File: src/rtl/atpr_pkg.sv
// shared constants, types and tables for the accelerometer tilt core
package atpr_pkg;

    localparam int SAMPLE_BITS_DEF      = 16;
    localparam int FILTER_FRAC_BITS_DEF = 8;
    localparam int CORDIC_STEPS_DEF     = 16;

    localparam int MAX_RED_W   = 30;
    localparam int GUARD_BITS  = 8;
    localparam int CORDIC_HEAD = 12;
    localparam int TABLE_LEN   = 24;
    localparam int ATAN_IDX_W  = $clog2(TABLE_LEN);
    localparam int QUEUE_DEPTH = 2;

    localparam int ANGLE_W = 26;
    localparam int Q8_W    = ANGLE_W - 7;
    localparam int PITCH_W = 16;
    localparam int ROLL_W  = 17;

    typedef logic signed [ANGLE_W-1:0] t_angle;
    typedef logic signed [Q8_W-1:0]    t_q8;
    typedef logic [ATAN_IDX_W-1:0]     t_atan_idx;

    localparam t_angle HALF_TURN   = 26'sd11796480;
    localparam t_q8    PITCH_LIMIT = 19'sd23040;
    localparam t_q8    ROLL_LIMIT  = 19'sd46080;
    localparam int     ROUND_HALF  = 128;

    // atan(2^-i) in degrees, 16 fraction bits
    function automatic t_angle atan_q16(t_atan_idx idx);
        t_angle v;
        case (idx)
            5'd0:    v = 26'sd2949120;
            5'd1:    v = 26'sd1740967;
            5'd2:    v = 26'sd919879;
            5'd3:    v = 26'sd466945;
            5'd4:    v = 26'sd234379;
            5'd5:    v = 26'sd117304;
            5'd6:    v = 26'sd58666;
            5'd7:    v = 26'sd29335;
            5'd8:    v = 26'sd14668;
            5'd9:    v = 26'sd7334;
            5'd10:   v = 26'sd3667;
            5'd11:   v = 26'sd1833;
            5'd12:   v = 26'sd917;
            5'd13:   v = 26'sd458;
            5'd14:   v = 26'sd229;
            5'd15:   v = 26'sd115;
            5'd16:   v = 26'sd57;
            5'd17:   v = 26'sd29;
            5'd18:   v = 26'sd14;
            5'd19:   v = 26'sd7;
            5'd20:   v = 26'sd4;
            5'd21:   v = 26'sd2;
            5'd22:   v = 26'sd1;
            default: v = 26'sd0;
        endcase
        return v;
    endfunction

    // round half up to 8 fraction bits, then clamp to +-lim
    function automatic t_q8 q8_clamp(t_angle a, t_q8 lim);
        logic signed [ANGLE_W:0] sum;
        t_q8 v;
        sum = (ANGLE_W+1)'(a) + (ANGLE_W+1)'(ROUND_HALF);
        v = sum[ANGLE_W:8];
        if (v > lim) begin
            v = lim;
        end
        if (v < -lim) begin
            v = -lim;
        end
        return v;
    endfunction

endpackage

File: src/rtl/atpr_sample_if.sv
// request channel carrying one raw three-axis sample
interface atpr_sample_if import atpr_pkg::*; #(
    parameter int SAMPLE_BITS = SAMPLE_BITS_DEF
) ();
    logic                          valid;
    logic                          ready;
    logic signed [SAMPLE_BITS-1:0] sample_x;
    logic signed [SAMPLE_BITS-1:0] sample_y;
    logic signed [SAMPLE_BITS-1:0] sample_z;

    modport source (output valid, output sample_x, output sample_y, output sample_z,
                    input ready);
    modport sink   (input valid, input sample_x, input sample_y, input sample_z,
                    output ready);
endinterface

File: src/rtl/atpr_angle_if.sv
// request channel carrying one pitch and roll result
interface atpr_angle_if import atpr_pkg::*; ();
    logic                      valid;
    logic                      ready;
    logic signed [PITCH_W-1:0] pitch_angle;
    logic signed [ROLL_W-1:0]  roll_angle;

    modport source (output valid, output pitch_angle, output roll_angle, input ready);
    modport sink   (input valid, input pitch_angle, input roll_angle, output ready);
endinterface

File: src/rtl/accel_tilt_pitch_roll_core.sv
// top level: filtered accelerometer sample in, pitch and roll angles out
//
// channel    dir  payload                                 handshake
// i_sample   in   sample_x, sample_y, sample_z (signed)   valid / ready
// o_angle    out  pitch_angle 16b, roll_angle 17b (q8)    valid / ready
//
// the engine handles one request at a time: squares, sum, root with roll cordic, pitch cordic, load
// the root loop (one bit per cycle) overlaps the roll cordic pass
// a held result stalls the next load until o_angle ready is high
// a two-entry queue lets the front take requests while the engine is busy
// synchronous active-low reset clears filter state, queue and control
module accel_tilt_pitch_roll_core import atpr_pkg::*; #(
    parameter int SAMPLE_BITS      = SAMPLE_BITS_DEF,
    parameter int FILTER_FRAC_BITS = FILTER_FRAC_BITS_DEF,
    parameter int CORDIC_STEPS     = CORDIC_STEPS_DEF
) (
    input  logic         i_clk,
    input  logic         i_rst_n,
    atpr_sample_if.sink  i_sample,
    atpr_angle_if.source o_angle
);
    localparam int STATE_BITS = SAMPLE_BITS + FILTER_FRAC_BITS;
    localparam int RED_W      = (STATE_BITS > MAX_RED_W) ? MAX_RED_W : STATE_BITS;

    logic                          w_ready;
    logic                          w_full, w_push, w_empty, w_pop;
    logic [3*RED_W-1:0]            w_q_in, w_q_out;
    logic signed [SAMPLE_BITS-1:0] w_sx, w_sy, w_sz;
    logic                          w_out_valid;
    logic signed [PITCH_W-1:0]     w_pitch;
    logic signed [ROLL_W-1:0]      w_roll;

    assign w_sx = SAMPLE_BITS'(i_sample.sample_x);
    assign w_sy = SAMPLE_BITS'(i_sample.sample_y);
    assign w_sz = SAMPLE_BITS'(i_sample.sample_z);
    assign i_sample.ready = w_ready;

    atpr_front #(
        .SAMPLE_BITS      (SAMPLE_BITS),
        .FILTER_FRAC_BITS (FILTER_FRAC_BITS),
        .RED_W            (RED_W)
    ) u_front (
        .i_clk      (i_clk),
        .i_rst_n    (i_rst_n),
        .i_valid    (i_sample.valid),
        .o_ready    (w_ready),
        .i_sample_x (w_sx),
        .i_sample_y (w_sy),
        .i_sample_z (w_sz),
        .i_full     (w_full),
        .o_push     (w_push),
        .o_data     (w_q_in)
    );

    atpr_queue #(
        .DATA_W (3 * RED_W)
    ) u_queue (
        .i_clk   (i_clk),
        .i_rst_n (i_rst_n),
        .i_push  (w_push),
        .i_data  (w_q_in),
        .o_full  (w_full),
        .i_pop   (w_pop),
        .o_data  (w_q_out),
        .o_empty (w_empty)
    );

    atpr_back #(
        .RED_W        (RED_W),
        .CORDIC_STEPS (CORDIC_STEPS)
    ) u_back (
        .i_clk       (i_clk),
        .i_rst_n     (i_rst_n),
        .i_empty     (w_empty),
        .o_pop       (w_pop),
        .i_data      (w_q_out),
        .o_out_valid (w_out_valid),
        .i_out_ready (o_angle.ready),
        .o_pitch     (w_pitch),
        .o_roll      (w_roll)
    );

    assign o_angle.valid       = w_out_valid;
    assign o_angle.pitch_angle = w_pitch;
    assign o_angle.roll_angle  = w_roll;

endmodule

File: src/rtl/atpr_front.sv
// front end: sample intake, low-pass filter state and range reduction
module atpr_front import atpr_pkg::*; #(
    parameter int SAMPLE_BITS      = SAMPLE_BITS_DEF,
    parameter int FILTER_FRAC_BITS = FILTER_FRAC_BITS_DEF,
    parameter int RED_W            = MAX_RED_W
) (
    input  logic                          i_clk,
    input  logic                          i_rst_n,
    input  logic                          i_valid,
    output logic                          o_ready,
    input  logic signed [SAMPLE_BITS-1:0] i_sample_x,
    input  logic signed [SAMPLE_BITS-1:0] i_sample_y,
    input  logic signed [SAMPLE_BITS-1:0] i_sample_z,
    input  logic                          i_full,
    output logic                          o_push,
    output logic [3*RED_W-1:0]            o_data
);
    localparam int STATE_BITS = SAMPLE_BITS + FILTER_FRAC_BITS;
    localparam int REDUCE     = STATE_BITS - RED_W;

    logic signed [STATE_BITS-1:0] r_filt_x, r_filt_y, r_filt_z;
    logic signed [STATE_BITS-1:0] n_filt_x, n_filt_y, n_filt_z;
    logic signed [STATE_BITS:0]   w_sum_x, w_sum_y, w_sum_z;
    logic signed [STATE_BITS-1:0] w_sh_x, w_sh_y, w_sh_z;
    logic                         w_accept;

    assign o_ready  = !i_full;
    assign w_accept = i_valid && o_ready;
    assign o_push   = w_accept;

    assign w_sum_x = ((STATE_BITS+1)'(i_sample_x) <<< FILTER_FRAC_BITS)
                   + (STATE_BITS+1)'(r_filt_x);
    assign w_sum_y = ((STATE_BITS+1)'(i_sample_y) <<< FILTER_FRAC_BITS)
                   + (STATE_BITS+1)'(r_filt_y);
    assign w_sum_z = ((STATE_BITS+1)'(i_sample_z) <<< FILTER_FRAC_BITS)
                   + (STATE_BITS+1)'(r_filt_z);

    always_comb begin
        n_filt_x = r_filt_x;
        n_filt_y = r_filt_y;
        n_filt_z = r_filt_z;
        if (w_accept) begin
            n_filt_x = w_sum_x[STATE_BITS:1];
            n_filt_y = w_sum_y[STATE_BITS:1];
            n_filt_z = w_sum_z[STATE_BITS:1];
        end
    end

    assign w_sh_x = n_filt_x >>> REDUCE;
    assign w_sh_y = n_filt_y >>> REDUCE;
    assign w_sh_z = n_filt_z >>> REDUCE;
    assign o_data = {w_sh_x[RED_W-1:0], w_sh_y[RED_W-1:0], w_sh_z[RED_W-1:0]};

    always_ff @(posedge i_clk) begin
        if (!i_rst_n) begin
            r_filt_x <= '0;
            r_filt_y <= '0;
            r_filt_z <= '0;
        end else begin
            r_filt_x <= n_filt_x;
            r_filt_y <= n_filt_y;
            r_filt_z <= n_filt_z;
        end
    end

endmodule

File: src/rtl/atpr_queue.sv
// short queue between front end and angle engine
module atpr_queue import atpr_pkg::*; #(
    parameter int DATA_W = 3 * MAX_RED_W
) (
    input  logic              i_clk,
    input  logic              i_rst_n,
    input  logic              i_push,
    input  logic [DATA_W-1:0] i_data,
    output logic              o_full,
    input  logic              i_pop,
    output logic [DATA_W-1:0] o_data,
    output logic              o_empty
);
    localparam int PTR_W = (QUEUE_DEPTH > 1) ? $clog2(QUEUE_DEPTH) : 1;
    localparam int CNT_W = $clog2(QUEUE_DEPTH + 1);

    logic [DATA_W-1:0] r_mem [QUEUE_DEPTH];
    logic [PTR_W-1:0]  r_wr_ptr, r_rd_ptr, n_wr_ptr, n_rd_ptr;
    logic [CNT_W-1:0]  r_count, n_count;

    assign o_full  = (r_count == CNT_W'(QUEUE_DEPTH));
    assign o_empty = (r_count == '0);
    assign o_data  = r_mem[r_rd_ptr];

    function automatic logic [PTR_W-1:0] ptr_inc(logic [PTR_W-1:0] p);
        return (p == PTR_W'(QUEUE_DEPTH - 1)) ? '0 : p + PTR_W'(1);
    endfunction

    always_comb begin
        n_wr_ptr = r_wr_ptr;
        n_rd_ptr = r_rd_ptr;
        n_count  = r_count;
        if (i_push) begin
            n_wr_ptr = ptr_inc(r_wr_ptr);
        end
        if (i_pop) begin
            n_rd_ptr = ptr_inc(r_rd_ptr);
        end
        if (i_push && !i_pop) begin
            n_count = r_count + CNT_W'(1);
        end else if (i_pop && !i_push) begin
            n_count = r_count - CNT_W'(1);
        end
    end

    always_ff @(posedge i_clk) begin
        if (!i_rst_n) begin
            r_wr_ptr <= '0;
            r_rd_ptr <= '0;
            r_count  <= '0;
        end else begin
            r_wr_ptr <= n_wr_ptr;
            r_rd_ptr <= n_rd_ptr;
            r_count  <= n_count;
        end
    end

    always_ff @(posedge i_clk) begin
        if (i_push) begin
            r_mem[r_wr_ptr] <= i_data;
        end
    end

    a_count_bound: assert property (@(posedge i_clk) disable iff (!i_rst_n)
        r_count <= CNT_W'(QUEUE_DEPTH))
        else $error("queue count beyond depth");

    a_no_pop_empty: assert property (@(posedge i_clk) disable iff (!i_rst_n)
        i_pop |-> (r_count != '0))
        else $error("pop from empty queue");

endmodule

File: src/rtl/atpr_isqrt.sv
// iterative integer square root, one result bit per cycle
module atpr_isqrt import atpr_pkg::*; #(
    parameter int RED_W = MAX_RED_W
) (
    input  logic               i_clk,
    input  logic               i_rst_n,
    input  logic               i_start,
    input  logic [2*RED_W-1:0] i_value,
    output logic               o_done,
    output logic [RED_W-1:0]   o_root
);
    localparam int IN_W = 2 * RED_W;

    logic [IN_W-1:0] r_rem, r_res, r_bit, n_rem, n_res, n_bit;
    logic            r_busy, r_done, n_busy, n_done;
    logic [IN_W-1:0] w_trial;

    assign w_trial = r_res + r_bit;
    assign o_done  = r_done;
    assign o_root  = r_res[RED_W-1:0];

    always_comb begin
        n_rem  = r_rem;
        n_res  = r_res;
        n_bit  = r_bit;
        n_busy = r_busy;
        n_done = 1'b0;
        if (i_start) begin
            n_rem  = i_value;
            n_res  = '0;
            n_bit  = IN_W'(1) << (IN_W - 2);
            n_busy = 1'b1;
        end else if (r_busy) begin
            if (r_rem >= w_trial) begin
                n_rem = r_rem - w_trial;
                n_res = (r_res >> 1) + r_bit;
            end else begin
                n_res = r_res >> 1;
            end
            n_bit = r_bit >> 2;
            if (r_bit == IN_W'(1)) begin
                n_busy = 1'b0;
                n_done = 1'b1;
            end
        end
    end

    always_ff @(posedge i_clk) begin
        if (!i_rst_n) begin
            r_busy <= 1'b0;
            r_done <= 1'b0;
        end else begin
            r_busy <= n_busy;
            r_done <= n_done;
        end
    end

    always_ff @(posedge i_clk) begin
        r_rem <= n_rem;
        r_res <= n_res;
        r_bit <= n_bit;
    end

endmodule

File: src/rtl/atpr_cordic.sv
// vectoring cordic, one micro-rotation per cycle, angle in degrees q16
module atpr_cordic import atpr_pkg::*; #(
    parameter int RED_W        = MAX_RED_W,
    parameter int CORDIC_STEPS = CORDIC_STEPS_DEF
) (
    input  logic                  i_clk,
    input  logic                  i_rst_n,
    input  logic                  i_start,
    input  logic signed [RED_W:0] i_a,
    input  logic signed [RED_W:0] i_b,
    output logic                  o_done,
    output t_angle                o_angle
);
    localparam int CW    = RED_W + CORDIC_HEAD;
    localparam int STEPS = (CORDIC_STEPS > TABLE_LEN) ? TABLE_LEN : CORDIC_STEPS;

    logic signed [CW-1:0] r_a, r_b, n_a, n_b;
    logic signed [CW-1:0] w_da, w_db;
    t_angle               r_ang, n_ang;
    t_atan_idx            r_idx, n_idx;
    logic                 r_busy, r_done, n_busy, n_done;

    assign w_da    = r_b >>> r_idx;
    assign w_db    = r_a >>> r_idx;
    assign o_done  = r_done;
    assign o_angle = r_ang;

    always_comb begin
        n_a    = r_a;
        n_b    = r_b;
        n_ang  = r_ang;
        n_idx  = r_idx;
        n_busy = r_busy;
        n_done = 1'b0;
        if (i_start) begin
            n_a    = CW'(i_a) <<< GUARD_BITS;
            n_b    = CW'(i_b) <<< GUARD_BITS;
            n_ang  = '0;
            n_idx  = '0;
            n_busy = 1'b1;
        end else if (r_busy) begin
            if (!r_b[CW-1]) begin
                n_a   = r_a + w_da;
                n_b   = r_b - w_db;
                n_ang = r_ang + atan_q16(r_idx);
            end else begin
                n_a   = r_a - w_da;
                n_b   = r_b + w_db;
                n_ang = r_ang - atan_q16(r_idx);
            end
            n_idx = r_idx + ATAN_IDX_W'(1);
            if (r_idx == ATAN_IDX_W'(STEPS - 1)) begin
                n_busy = 1'b0;
                n_done = 1'b1;
            end
        end
    end

    always_ff @(posedge i_clk) begin
        if (!i_rst_n) begin
            r_busy <= 1'b0;
            r_done <= 1'b0;
        end else begin
            r_busy <= n_busy;
            r_done <= n_done;
        end
    end

    always_ff @(posedge i_clk) begin
        r_a   <= n_a;
        r_b   <= n_b;
        r_ang <= n_ang;
        r_idx <= n_idx;
    end

endmodule

File: src/rtl/atpr_back.sv
// angle engine: squares, root, roll and pitch cordic passes, result register
module atpr_back import atpr_pkg::*; #(
    parameter int RED_W        = MAX_RED_W,
    parameter int CORDIC_STEPS = CORDIC_STEPS_DEF
) (
    input  logic                      i_clk,
    input  logic                      i_rst_n,
    input  logic                      i_empty,
    output logic                      o_pop,
    input  logic [3*RED_W-1:0]        i_data,
    output logic                      o_out_valid,
    input  logic                      i_out_ready,
    output logic signed [PITCH_W-1:0] o_pitch,
    output logic signed [ROLL_W-1:0]  o_roll
);
    typedef enum logic [5:0] {
        S_IDLE   = 6'b000001,
        S_SQUARE = 6'b000010,
        S_SUM    = 6'b000100,
        S_RUN    = 6'b001000,
        S_PITCH  = 6'b010000,
        S_LOAD   = 6'b100000
    } t_back_state;

    t_back_state r_state, n_state;

    logic signed [RED_W-1:0]   r_x, r_y, r_z, n_x, n_y, n_z;
    logic [2*RED_W-1:0]        r_yy, r_zz, n_yy, n_zz;
    logic [RED_W-1:0]          r_root, n_root;
    t_angle                    r_roll_q16, n_roll_q16, r_pitch_q16, n_pitch_q16;
    logic                      r_roll_done, n_roll_done, r_root_done, n_root_done;
    logic                      r_out_valid, n_out_valid;
    logic signed [PITCH_W-1:0] r_pitch_out, n_pitch_out;
    logic signed [ROLL_W-1:0]  r_roll_out, n_roll_out;

    logic signed [2*RED_W-1:0] w_yy, w_zz;
    logic signed [RED_W:0]     w_y_ext, w_z_ext, w_a, w_b;
    logic                      w_cordic_start, w_cordic_done, w_sqrt_done;
    t_angle                    w_cordic_angle, w_pitch_q16_in;
    logic [RED_W-1:0]          w_root;
    logic                      w_roll_zero, w_pitch_zero, w_y_nonpos, w_load;
    t_q8                       w_pitch_q8, w_roll_q8;

    assign w_yy    = r_y * r_y;
    assign w_zz    = r_z * r_z;
    assign w_y_ext = (RED_W+1)'(r_y);
    assign w_z_ext = (RED_W+1)'(r_z);

    assign w_roll_zero  = (r_y == '0) && (r_z == '0);
    assign w_pitch_zero = (r_x == '0) && (r_root == '0);
    assign w_y_nonpos   = r_y[RED_W-1] || (r_y == '0);

    assign w_cordic_start = (r_state == S_SUM)
                         || ((r_state == S_RUN) && r_roll_done && r_root_done);

    always_comb begin
        if (r_state == S_SUM) begin
            w_a = r_z[RED_W-1] ? -w_z_ext : w_z_ext;
            w_b = r_z[RED_W-1] ? w_y_ext : -w_y_ext;
        end else begin
            w_a = {1'b0, r_root};
            w_b = (RED_W+1)'(r_x);
        end
    end

    atpr_isqrt #(
        .RED_W (RED_W)
    ) u_isqrt (
        .i_clk   (i_clk),
        .i_rst_n (i_rst_n),
        .i_start (r_state == S_SUM),
        .i_value (r_yy + r_zz),
        .o_done  (w_sqrt_done),
        .o_root  (w_root)
    );

    atpr_cordic #(
        .RED_W        (RED_W),
        .CORDIC_STEPS (CORDIC_STEPS)
    ) u_cordic (
        .i_clk   (i_clk),
        .i_rst_n (i_rst_n),
        .i_start (w_cordic_start),
        .i_a     (w_a),
        .i_b     (w_b),
        .o_done  (w_cordic_done),
        .o_angle (w_cordic_angle)
    );

    assign w_pitch_q16_in = w_pitch_zero ? '0 : w_cordic_angle;
    assign w_pitch_q8     = q8_clamp(r_pitch_q16, PITCH_LIMIT);
    assign w_roll_q8      = q8_clamp(r_roll_q16, ROLL_LIMIT);
    assign w_load         = (r_state == S_LOAD) && (!r_out_valid || i_out_ready);

    assign o_pop       = (r_state == S_IDLE) && !i_empty;
    assign o_out_valid = r_out_valid;
    assign o_pitch     = r_pitch_out;
    assign o_roll      = r_roll_out;

    always_comb begin
        n_state     = r_state;
        n_x         = r_x;
        n_y         = r_y;
        n_z         = r_z;
        n_yy        = r_yy;
        n_zz        = r_zz;
        n_root      = r_root;
        n_roll_q16  = r_roll_q16;
        n_pitch_q16 = r_pitch_q16;
        n_roll_done = r_roll_done;
        n_root_done = r_root_done;
        n_out_valid = r_out_valid && !i_out_ready;
        n_pitch_out = r_pitch_out;
        n_roll_out  = r_roll_out;
        case (r_state)
            S_IDLE: begin
                if (!i_empty) begin
                    n_x     = i_data[3*RED_W-1:2*RED_W];
                    n_y     = i_data[2*RED_W-1:RED_W];
                    n_z     = i_data[RED_W-1:0];
                    n_state = S_SQUARE;
                end
            end
            S_SQUARE: begin
                n_yy    = w_yy;
                n_zz    = w_zz;
                n_state = S_SUM;
            end
            S_SUM: begin
                n_roll_done = 1'b0;
                n_root_done = 1'b0;
                n_state     = S_RUN;
            end
            S_RUN: begin
                if (w_cordic_done) begin
                    n_roll_done = 1'b1;
                    if (w_roll_zero) begin
                        n_roll_q16 = '0;
                    end else if (!r_z[RED_W-1]) begin
                        n_roll_q16 = w_cordic_angle;
                    end else if (w_y_nonpos) begin
                        n_roll_q16 = w_cordic_angle + HALF_TURN;
                    end else begin
                        n_roll_q16 = w_cordic_angle - HALF_TURN;
                    end
                end
                if (w_sqrt_done) begin
                    n_root_done = 1'b1;
                    n_root      = w_root;
                end
                if (r_roll_done && r_root_done) begin
                    n_state = S_PITCH;
                end
            end
            S_PITCH: begin
                if (w_cordic_done) begin
                    n_pitch_q16 = w_pitch_q16_in;
                    n_state     = S_LOAD;
                end
            end
            S_LOAD: begin
                if (w_load) begin
                    n_out_valid = 1'b1;
                    n_pitch_out = w_pitch_q8[PITCH_W-1:0];
                    n_roll_out  = w_roll_q8[ROLL_W-1:0];
                    n_state     = S_IDLE;
                end
            end
            default: begin
                n_state = S_IDLE;
            end
        endcase
    end

    always_ff @(posedge i_clk) begin
        if (!i_rst_n) begin
            r_state     <= S_IDLE;
            r_roll_done <= 1'b0;
            r_root_done <= 1'b0;
            r_out_valid <= 1'b0;
        end else begin
            r_state     <= n_state;
            r_roll_done <= n_roll_done;
            r_root_done <= n_root_done;
            r_out_valid <= n_out_valid;
        end
    end

    always_ff @(posedge i_clk) begin
        r_x         <= n_x;
        r_y         <= n_y;
        r_z         <= n_z;
        r_yy        <= n_yy;
        r_zz        <= n_zz;
        r_root      <= n_root;
        r_roll_q16  <= n_roll_q16;
        r_pitch_q16 <= n_pitch_q16;
        r_pitch_out <= n_pitch_out;
        r_roll_out  <= n_roll_out;
    end

    a_cordic_done_phase: assert property (@(posedge i_clk) disable iff (!i_rst_n)
        w_cordic_done |-> (r_state == S_RUN || r_state == S_PITCH))
        else $error("cordic finished outside an angle phase");

    a_load_sets_valid: assert property (@(posedge i_clk) disable iff (!i_rst_n)
        w_load |=> r_out_valid)
        else $error("result load did not raise valid");

endmodule

File: src/flat_wrapper.sv
// flat-port wrapper written by rule: the top's interface ports become plain ports
module accel_tilt_pitch_roll_core_flat import atpr_pkg::*;
#(
    parameter int SAMPLE_BITS      = SAMPLE_BITS_DEF,
    parameter int FILTER_FRAC_BITS = FILTER_FRAC_BITS_DEF,
    parameter int CORDIC_STEPS     = CORDIC_STEPS_DEF
)
  (i_clk, i_rst_n, i_sample_valid, i_sample_sample_x, i_sample_sample_y, i_sample_sample_z, i_sample_ready, o_angle_valid, o_angle_pitch_angle, o_angle_roll_angle, o_angle_ready);
  atpr_sample_if #(.SAMPLE_BITS(SAMPLE_BITS)) i_sample_i ();
  atpr_angle_if o_angle_i ();
  input  logic i_clk;
  input  logic i_rst_n;
  input wire logic [$bits(i_sample_i.valid)-1:0] i_sample_valid;
  input wire logic [$bits(i_sample_i.sample_x)-1:0] i_sample_sample_x;
  input wire logic [$bits(i_sample_i.sample_y)-1:0] i_sample_sample_y;
  input wire logic [$bits(i_sample_i.sample_z)-1:0] i_sample_sample_z;
  output wire logic [$bits(i_sample_i.ready)-1:0] i_sample_ready;
  output wire logic [$bits(o_angle_i.valid)-1:0] o_angle_valid;
  output wire logic [$bits(o_angle_i.pitch_angle)-1:0] o_angle_pitch_angle;
  output wire logic [$bits(o_angle_i.roll_angle)-1:0] o_angle_roll_angle;
  input wire logic [$bits(o_angle_i.ready)-1:0] o_angle_ready;
  assign i_sample_i.valid = i_sample_valid;
  assign i_sample_i.sample_x = i_sample_sample_x;
  assign i_sample_i.sample_y = i_sample_sample_y;
  assign i_sample_i.sample_z = i_sample_sample_z;
  assign i_sample_ready = i_sample_i.ready;
  assign o_angle_valid = o_angle_i.valid;
  assign o_angle_pitch_angle = o_angle_i.pitch_angle;
  assign o_angle_roll_angle = o_angle_i.roll_angle;
  assign o_angle_i.ready = o_angle_ready;
  accel_tilt_pitch_roll_core #(.SAMPLE_BITS(SAMPLE_BITS), .FILTER_FRAC_BITS(FILTER_FRAC_BITS), .CORDIC_STEPS(CORDIC_STEPS)) u_core (.i_clk(i_clk), .i_rst_n(i_rst_n), .i_sample(i_sample_i), .o_angle(o_angle_i));
endmodule
File: config.mk
export PLATFORM = sky130hd
export DESIGN_NAME = accel_tilt_pitch_roll_core_flat
export DESIGN_NICKNAME = d
export VERILOG_FILES = /design/src/rtl/atpr_pkg.sv /design/src/rtl/atpr_sample_if.sv /design/src/rtl/atpr_angle_if.sv /design/src/rtl/accel_tilt_pitch_roll_core.sv /design/src/rtl/atpr_front.sv /design/src/rtl/atpr_queue.sv /design/src/rtl/atpr_isqrt.sv /design/src/rtl/atpr_cordic.sv /design/src/rtl/atpr_back.sv /design/src/flat_wrapper.sv
export SDC_FILE = /design/constraint.sdc
export NUM_CORES = 2
export LEC_CHECK = 0
export BUFFER_PORTS_ARGS = -buffer_cell sky130_fd_sc_hd__buf_2
export CORE_MARGIN = 1.5
export CORE_UTILIZATION = 25
export DETAILED_ROUTE_END_ITERATION = 10
export SLEW_MARGIN = 0
export SYNTH_ARGS = -nofsm -noshare
export SYNTH_HDL_FRONTEND = slang
export SYNTH_SLANG_ARGS = --single-unit
File: constraint.sdc
create_clock -name i_clk -period 15.9 [get_ports i_clk]
set_input_delay 0.795 -clock i_clk [delete_from_list [all_inputs] [get_ports i_clk]]
set_output_delay 0.795 -clock i_clk [all_outputs]
set_load 0.05 [all_outputs]
==> flow_summary.yaml <==
cts:
  cts_resized: 0
  cts_tree: "built"
  clock_latency_ps: 720
  cts_hold_buf: 0
  clkTransAtPathRegs_ps: 60
  htree_levels: 3
  cts_root_buf: "clkbuf_16"
  cts_inserted_buffers: 86
  post_cts_buffers: 0
  cts.sink_count: 739
  clk_path_buf_depth: 3
sta:
  fin_setup_tns_ps: 0
  setup_ws_ps: 7074
  slew_viol_final: 0
  skew_ps: 29.69
  period_share_pct: 55.51
  fmax_mhz: 113.3
  rsz0062_at_grt: "false"
  slew_headroom_pct: 8.250
  min_period_ps: 8826
  finalHoldViolCount: 0
  setup_viol_count_final: 0
  worst_pin_slew_ps: 1342
critical_path:
  end_kind: "flip-flop"
  path_max_fanout: 23
  critical_path_class: "flip-flop to flip-flop"
  cp.required_ps: 16340
  start_kind: "flip-flop"
  arrival_ps: 9270
die:
  num_io_pins: 87
  die_w_um: 595.4
  start_util_pct: 25.12
  rows: 217
  core_area_mm2: 0.3492
  die_y_um: 595.4
  dieArea_mm2: 0.3544
synthesis:
  synth-edff-count: 509
  synthCells: 9117
  yosys-top-cells-area: "fa_1, edfxtp_1, ha_1"
  ys.flop_type: "edfxtp_1"
  ys_seq_area_share_pct: 22.67
  synth-seq-cells: 739
  avgSynthCellArea_um2: 9.622
  yosysWarningCount: 0
  synth_area_mm2: 0.08772
  yosys.cell_types.count: 106
  synth_top_area_share_pct: 25.51
  yosys-top-cells-count: "inv_1, fa_1, nand2_1, ha_1, nor2_1"
  async_flop_share_pct: 0
  synth.largest_area_cell: "fa_1"
  syn-num-nets: 10880
  yosysMostFrequentCell: "inv_1"
place:
  dp_hpwl_mm: 187.5
  port_buffers: 86
  gp_congestion: 0.9658
  dp_slack_ps: 7103
route:
  drt_iter0_markers: 5222
  drt-total-wl_mm: 243.3
  drt-wirelength-per-cell_um: 17.77
  num_vias: 64960
  drcViolationCount: 0
  antenna_left: 0
  viasPerCell: 4.743
  drt-pass1-iter-count: 6
cells_and_area:
  fin_nets: 10780
  fill_cells: 37160
  areaGrowthSynthToFinish_pct: 9.606
  drive_above_1_share_pct: 6.857
grt:
  grt_overflow_total: 0
  grt_start_max_net_pins: 136
  antenna_found_initial: 17
  grt_pass1_wl_mm: 379.9
  grt_pass1_vias: 64870
  globalRouteTotalUtil_pct: 13.61
status:
  status: "finished clean"
flow_run:
  max_cap_violations: 0
worst_hold_path:
  hold_path_class: "input pin to flip-flop"
[cells by family after synthesis]
kind of cell	count (synthesis)	share of synthesized area, %
flops	739	22.67
compound gates	1600	11.63
xor+xnor	534	5.332
mux	350	5.473
simple gates	2353	12.89
fa+ha+maj	1711	33.97
buf+inv	1830	8.020
[cells in the final DEF, fill, tap and decap left out, types with 46 or more instances in the layout]
cell type,Yosys,routed
nand2b_1,50,50
ha_1,593,593
o21ai_0,352,351
edfxtp_1,509,509
a31oi_1,87,87
mux4_2,92,92
a21o_1,154,154
buf_4,8,91
clkbuf_16,0,88
nor2_1,569,567
a22oi_1,69,69
buf_2,25,86
xor2_1,191,191
nor2b_1,129,128
nand4_1,53,53
and3_1,53,51
nand2_1,813,811
mux2_2,111,111
xnor2_1,343,343
and2_1,291,291
a211oi_1,72,72
fa_1,1118,1118
o21bai_1,50,50
nand3_1,99,99
inv_1,1451,1450
mux2i_1,144,144
o31ai_1,47,47
nor3_1,98,96
dfxtp_1,230,223
a21oi_1,438,438
o21a_1,46,46
[path summary, 6_finish.rpt]
path	slack, ps	to	cells past startpoint	from
hold reg to reg	470	u_core.u_back.u_cordic.o_angle[4]$_SDFFE_PN0P_	2	u_core.u_back.u_cordic.o_angle[4]$_SDFFE_PN0P_
setup reg to reg	7070	u_core.u_back.r_yy[45]$_DFFE_PP_	25	u_core.u_back.r_y[8]$_DFFE_PP_
hold / removal	320	u_core.u_front.r_filt_y[21]$_SDFF_PN0_	2	i_rst_n
setup / recovery	7070	u_core.u_back.r_yy[45]$_DFFE_PP_	25	u_core.u_back.r_y[8]$_DFFE_PP_
[worst max-delay path, cell delays in order (launching register included)]
cell and delay (ps):
edfxtp_1 1060, clkinv_1 670, nor2_1 340, inv_1 90
fa_1 490, fa_1 540, fa_1 420, fa_1 480
inv_1 60, fa_1 440, fa_1 510, inv_1 50
fa_1 480, inv_1 40, ha_1 330, a22o_1 260
nand3b_1 170, or4_1 540, nand3_1 200, a21o_1 200
nor4b_1 300, o41ai_1 190, nor4_1 280, o21a_1 190
o21bai_1 70, xor2_1 140
[cell type report]
class | instances | area (um^2) | area share (%)
sequential | 739 | 19910 | 20.71
clock inverter | 54 | 590.6 | 0.6142
inverter | 1459 | 5477 | 5.696
multi-input combinational | 6548 | 60880 | 63.32
clock buffer | 107 | 2352 | 2.447
tap | 4599 | 5754 | 5.985
antenna | 10 | 25.02 | 0.02603
timing repair buffer | 179 | 1154 | 1.200
[layer usage]
layer | up-vias | global-route usage (%) | routed length [um]
met5 | - | 0 | 27
met4 | 4 | 4.685 | 9027
met3 | 378 | 2.016 | 15680
met2 | 1901 | 21.54 | 108900
met1 | 32440 | 18.87 | 109700
li1 | 30230 | - | -
[state kept, by name (all words and copies together), names as in the netlist, 26 cells and up, named ones only]
register and flops:
u_core.u_back.r_zz 47, u_core.u_back.u_cordic.r_b 36, u_core.u_queue.r_mem 144, u_core.u_back.u_isqrt.r_res 48, u_core.u_back.u_isqrt.r_rem 48, u_core.u_back.r_yy 47
u_core.u_back.u_cordic.o_angle 26, u_core.u_back.u_cordic.r_a 36
[per-stage QoR]
stage	area, um^2	hold WS (ps)	std cells	utilization (%)
6_report	96150	321.3	13700	27.54
5_1_grt	96140	285.3	13690	27.54
4_1_cts	96120	259.5	13690	27.53
3_5_place_dp	93180	460.4	13520	26.69
3_3_place_gp	93180	453.2	13520	26.69
2_1_floorplan	87720	432.3	9117	-
Power is left out: the tool's default activity adds up to more than one toggle a clock period on the data nets, which glitch-free logic cannot reach.
